[config.mk]
export PLATFORM = sky130hd
export DESIGN_NAME = eksi_div
export DESIGN_NICKNAME = d
export VERILOG_FILES = /design/src/rtl/core/eksi_pkg.sv /design/src/rtl/core/eksi_div.sv
export SDC_FILE = /design/constraint.sdc
export NUM_CORES = 2
export LEC_CHECK = 0
export BUFFER_PORTS_ARGS = -buffer_cell sky130_fd_sc_hd__buf_2
export CORE_ASPECT_RATIO = 1.1
export CORE_MARGIN = 8
export CORE_UTILIZATION = 50
export CTS_CLUSTER_SIZE = 12
export DETAILED_ROUTE_END_ITERATION = 10
export GPL_TIMING_DRIVEN = 0
export PLACE_DENSITY_LB_ADDON = 0.05
export SKIP_CTS_REPAIR_TIMING = 1
export SLEW_MARGIN = 20
export SYNTH_ARGS = -nofsm -noshare
export SYNTH_HDL_FRONTEND = slang
export SYNTH_MEMORY_MAX_BITS = 65536
export SYNTH_SLANG_ARGS = --single-unit
[constraint.sdc]
create_clock -name i_clk -period 4.8 [get_ports i_clk]
set_input_delay 0.48 -clock i_clk [delete_from_list [all_inputs] [get_ports i_clk]]
set_output_delay 0.48 -clock i_clk [all_outputs]
set_load 0.02 [all_outputs]
[src/rtl/core/eksi_pkg.sv]
// eksi_pkg: shared types and constants of the eased keyframe spline interpolator
// no dependencies; used by every module in rtl/core
package eksi_pkg;

    localparam int FRAC_BITS_DEF  = 16;
    localparam int SINE_DEPTH_DEF = 256;

    localparam int POINT_W = 32;
    localparam int COEF_W  = 36;
    localparam int DIFF_W  = 33;

    // interpolation mode codes
    localparam logic [1:0] MODE_LINEAR = 2'd0;
    localparam logic [1:0] MODE_SPLINE = 2'd1;

    typedef enum logic [2:0] {
        EASE_LINEAR     = 3'd0,
        EASE_SQUARE     = 3'd1,
        EASE_OUT_SQUARE = 3'd2,
        EASE_OUT_SIXTH  = 3'd3,
        EASE_SINE2      = 3'd4
    } t_ease;

    // per-channel data carried alongside the time path
    typedef struct packed {
        logic signed [POINT_W-1:0] p1;
        logic signed [COEF_W-1:0]  a;
        logic signed [COEF_W-1:0]  b;
        logic signed [DIFF_W-1:0]  c;
        logic signed [DIFF_W-1:0]  dlt;
        logic [2:0]                kind;
        logic                      upd;
        logic                      spline;
        logic                      zero;
    } t_chan;

endpackage

[src/rtl/core/eksi_div.sv]
// eksi_div: pipelined restoring divider, t = min(one, elapsed * 2^F / duration)
// depends on eksi_pkg
module eksi_div #(
    parameter int FRAC_BITS = eksi_pkg::FRAC_BITS_DEF
) (
    input  logic                 i_clk,
    input  logic                 i_rst_n,
    input  logic                 i_valid,
    input  logic [31:0]          i_elapsed,
    input  logic [31:0]          i_dur,
    input  eksi_pkg::t_chan      i_chan,
    output logic                 o_valid,
    output logic [FRAC_BITS:0]   o_t,
    output eksi_pkg::t_chan      o_chan
);
    import eksi_pkg::*;

    localparam logic [FRAC_BITS:0] ONE = (FRAC_BITS+1)'(1) << FRAC_BITS;

    logic                 r_v   [0:FRAC_BITS];
    logic [31:0]          r_rem [0:FRAC_BITS];
    logic [FRAC_BITS-1:0] r_q   [0:FRAC_BITS];
    logic                 r_sat [0:FRAC_BITS];
    logic [31:0]          r_d   [0:FRAC_BITS];
    t_chan                r_ch  [0:FRAC_BITS];

    // elapsed >= duration (zero duration included) saturates t to one
    always_ff @(posedge i_clk) begin
        if (!i_rst_n) begin
            r_v[0] <= 1'b0;
        end else begin
            r_v[0] <= i_valid;
        end
        r_rem[0] <= i_elapsed;
        r_q[0]   <= '0;
        r_sat[0] <= (i_elapsed >= i_dur);
        r_d[0]   <= i_dur;
        r_ch[0]  <= i_chan;
    end

    for (genvar k = 1; k <= FRAC_BITS; k++) begin : g_step
        logic [32:0] n_shift;
        logic        n_ge;
        logic [32:0] n_rem;

        always_comb begin
            n_shift = {r_rem[k-1], 1'b0};
            n_ge    = (n_shift >= {1'b0, r_d[k-1]});
            n_rem   = n_ge ? (n_shift - {1'b0, r_d[k-1]}) : n_shift;
        end

        always_ff @(posedge i_clk) begin
            if (!i_rst_n) begin
                r_v[k] <= 1'b0;
            end else begin
                r_v[k] <= r_v[k-1];
            end
            r_rem[k] <= n_rem[31:0];
            r_q[k]   <= {r_q[k-1][FRAC_BITS-2:0], n_ge};
            r_sat[k] <= r_sat[k-1];
            r_d[k]   <= r_d[k-1];
            r_ch[k]  <= r_ch[k-1];
        end
    end

    assign o_valid = r_v[FRAC_BITS];
    assign o_t     = r_sat[FRAC_BITS] ? ONE : {1'b0, r_q[FRAC_BITS]};
    assign o_chan  = r_ch[FRAC_BITS];

endmodule

Word level (Yosys, flattened, before mapping). Memories as Yosys holds them, arrays and structs flattened. Index checks and enable logic that the tools add are counted.

Memories: 6. RAM bits: 4386. Input bits: 243. Memory bits (read-only): 0. Output and inout port bits: 194. Bits in latches: 0. Bits in registers: 0. Word-level logic and storage cells: 92.

Add/sub/neg operators: 16. Divide/modulo/power cells: 0. Multiplexer cells: 36. Multiply operators: 0. Bitwise operators: 17. Reduce and logical (&&, ||, !) cells: 0. $lt $le $gt $ge: 17. Shift operators: 0. Equality and inequality tests: 0.

Memories: r_ch (depth 17, bits a word 176, rd ports 17, clocked after Yosys merged registers in 0, wr ports 17, RTL line eksi_div.sv:25) `t_chan r_ch [0:FRAC_BITS];`; r_d (depth 17, bits a word 32, rd ports 16, clocked after Yosys merged registers in 0, wr ports 17, RTL line eksi_div.sv:24) `logic [31:0] r_d [0:FRAC_BITS];`; r_rem (depth 17, bits a word 32, rd ports 16, clocked after Yosys merged registers in 0, wr ports 17, RTL line eksi_div.sv:21) `logic [31:0] r_rem [0:FRAC_BITS];`; r_q (depth 17, bits a word 16, rd ports 17, clocked after Yosys merged registers in 0, wr ports 17, RTL line eksi_div.sv:22) `logic [FRAC_BITS-1:0] r_q [0:FRAC_BITS];`; r_sat (depth 17, bits a word 1, rd ports 17, clocked after Yosys merged registers in 0, wr ports 17, RTL line eksi_div.sv:23) `logic r_sat [0:FRAC_BITS];`; r_v (depth 17, bits a word 1, rd ports 17, clocked after Yosys merged registers in 0, wr ports 17, RTL line eksi_div.sv:20) `logic r_v [0:FRAC_BITS];`.

Operator list (count): greater-or-equal comparator 33 x 32 -> 1 bit (16); 2-to-1 mux 32 bit (16); subtractor 32 bit (16); greater-or-equal comparator 32 bit (1); 2-to-1 mux 1 bit (19); 2-to-1 mux 17 bit (1); bitwise OR 1 bit (17).

Logic depth before layout (Yosys ltp). An unclocked memory read counts as a cell.

Word-level depth: 3. Gate-level depth with buffers: 15. Depth with buffers taken out: 13.

Worst setup path after synthesis. OpenSTA, ideal clock, no wires.

Path kind: flip-flop to flip-flop. Start point: memory r_d[10][1], in the netlist r_d[0][321]. End point: memory r_rem[11][26], in the netlist r_rem[0][378]. Cell stages (with the launch flop): 14. Setup time: 0.121 ns. Slack: 1.277 ns. Data required time: 4.679 ns. Data arrival time: 3.402 ns. Period minus slack after synthesis: 3.523 ns. Path buffers: 1. Path through: dfxtp_1 > inv_1 > ha_1 > nor2b_1 > o31a_1 > o22a_1 > a31oi_4 > o31ai_2 > a311o_1 > o41ai_4 > o211ai_1 > a311oi_4 > buf_6 > mux2_2.

RTL lines (RTL line): from (decl) (eksi_div.sv:24); to (decl) (eksi_div.sv:21).

==> results.toml <==
[routing]
vias = 63900
wirelength_um = 214000
postRouteAntennaNets = 0
drcViolationCount = 0
post_drt_wl_per_cell_um = 15.7
drt_iter0_markers = 2596
first_pass_iters = 5
routed_via_density = 4.70

[setup_path]
worstPathMaxFanout = 10
worstSetupPathType = "register to register"
worstPathRequired_ps = 5430
cp-end-kind = "register"
cp.arrival_ps = 5400
timing.reg2reg.setup_slack_ps = 30
r2r-end = "r_rem[0][258]"
start_kind = "register"
reg2regPathDepth = 12
regToRegStartpoint = "r_d[0][244]"

[status]
status = "finished clean"

[cts]
cts_buffers = 411
cts.sinks = 4186
cts_tree = "done"
cts.path.max_buffers = 4
h-tree-depth = 5
path_clk_slew_ps = 60
cts_root_buf = "clkbuf_16"
clk_latency_ps = 880

[yosys]
synthCells = 9269
synth_top_area_cell = "dfxtp_1"
ys_top_cells_by_area = "dfxtp_1 71%, ha_1 5.8%, a21oi_1 2.2%, inv_1 2.1%, mux2_2 1.8%"
synth.avg_cell_area_um2 = 12.7
synthDominantCellAreaShare = 0.711
synth_cell_types = 81
synth-seq-area-share = 0.711
async_flop_share = 0
syn-num-nets = 10100
ys.flop_type = "dfxtp_1"
synth_most_common_cell = "dfxtp_1"
synth-seq-cells = 4186
synthTopCellsByCount = "4186 x dfxtp_1, 666 x inv_1, 543 x ha_1"
synth_area_um2 = 118000
synth_edf_count = 0
yosysWarnings = 0

[floorplan]
core-area_um2 = 235000
rows = 187
start_util = 0.501
dieWidth_um = 479
dieHeight_um = 525
die-area_um2 = 252000
pin_count = 437

[grt]
grt_antenna_before_repair = 8
grt_first_pass_wirelength_um = 333000
first_global_vias = 65000
grt.overflow.total = 0
grt_use_total = 0.163
grt_max_degree = 19

[cells_and_area]
multi_input_area_um2 = 29800
stdcell_count = 13600
seqCellArea_um2 = 83800
area_growth_pct = 17.5
nFillCells = 18800
nets = 11200
finish.utilization = 0.589
final_layout_size_suffix_gt1_frac = 0.131

[power]
peakVddDrop_v = 0.000393
p_leak_nw = 61.8
power.density_nw_per_um2 = 684

[min_path]
worstHoldStart = "i_chan[75]"
hold_class = "primary input to register"
whs_path_depth = 2
min_to = "r_ch[0][75]"

[timing]
fin_ws_ps = 34.7
finalSetupTns_ps = 0
hold_viol = 0
relSlewSlack = 0.272
slew_viol_final = 0
rsz0062_at_grt = "no"
post-route-min-period_ps = 4770
fin_worst_skew_ps = 58.8
worst_pin_slew_ps = 1080
fmax_ghz = 0.210
hold-worst-slack_ps = 217
post-route-period-util = 0.993
setup_viol = 0

[place]
dp_hpwl_um = 158000
dp.cells = 12800
gp_congestion = 0.940
port_buffers = 436
dp_slack_ps = -592

[flow_run]
cap_violations = 0
## cell type report
class / count / area share
buffer: 308 / 0.0134
antenna: 5 / 0.0000903
timing repair buffer: 683 / 0.0335
clock buffer: 479 / 0.0778
multi-input combinational: 4107 / 0.215
inverter: 666 / 0.0181
sequential: 4186 / 0.605
clock inverter: 63 / 0.00865
tap: 3118 / 0.0282
## metal layers
layer	global-route usage	vias to the layer above	routed length (um)
li1	-	32800	-
met1	0.169	29300	83200
met2	0.307	1304	111000
met3	0.0323	596	8720
met4	0.0870	6	11400
met5	0	-	39
## per-stage QoR
stage                     total power [mW]  cell area, um2
after detailed placement              66.4          124000
after floorplan                       59.6          118000
after global placement                66.1          124000
final                                 94.7          138000
after global routing                   100          138000
after CTS                             95.6          136000
## cell usage in the layout (no fill, tap or decap), drive strengths merged, types with 243 or more instances in the layout
cell type  instances
a21oi            521
o21ai            334
buf              637
nor2             380
dfxtp           4186
xnor2            243
clkbuf           591
nand2            325
ha               543
inv              672
a21o             275
## sequential cells by signal, summed over array words and instances (netlist names)
name / count
r_rem: 512
r_v: 17
r_sat: 17
r_ch: 2992
r_d: 512
r_q: 136
## critical path, stage by stage, from the launching register on
cell and delay, ps:
dfxtp_1 360, inv_1 60, ha_1 380, and2_1 320, nand3_1 150, nor4_1 700
a31oi_1 200, nand3b_1 220, a2111o_1 250, a41o_1 280, clkbuf_1 690, clkbuf_1 690
a21oi_1 250
## power breakdown
group / switching, mW / internal [mW] / leakage [nW]
Sequential: 1.84 / 39.2 / 35.3
Clock: 12.0 / 16.8 / 5.84
Combinational: 14.1 / 10.8 / 20.7
## worst max-delay path by stage
stage,from,endpoint,slack [ps],cells after the start
CTS,r_d[0][33],r_rem[0][79],-620,14
global placement,r_d[0][65],r_rem[0][124],-1180,13
global route,r_d[0][278],r_rem[0][318],20,11
floorplan,r_d[0][321],r_rem[0][378],1280,13
detailed placement,r_d[0][33],r_rem[0][79],-590,14
finish,r_d[0][244],r_rem[0][258],30,12
## cell families (layout without fill, tap and decap cells)
kind of cell / Yosys count / count (layout) / share of synthesized area
fa+ha+maj: 558 / 558 / 0.0602
mux: 233 / 233 / 0.0221
xor+xnor: 401 / 401 / 0.0298
simple gates: 1306 / 1306 / 0.0534
compound gates: 1609 / 1609 / 0.0867
other cells: 0 / 5 / 0
flops: 4186 / 4186 / 0.711
buf+inv: 976 / 2199 / 0.0370
Note: power is estimated with default switching activity, not from simulation.
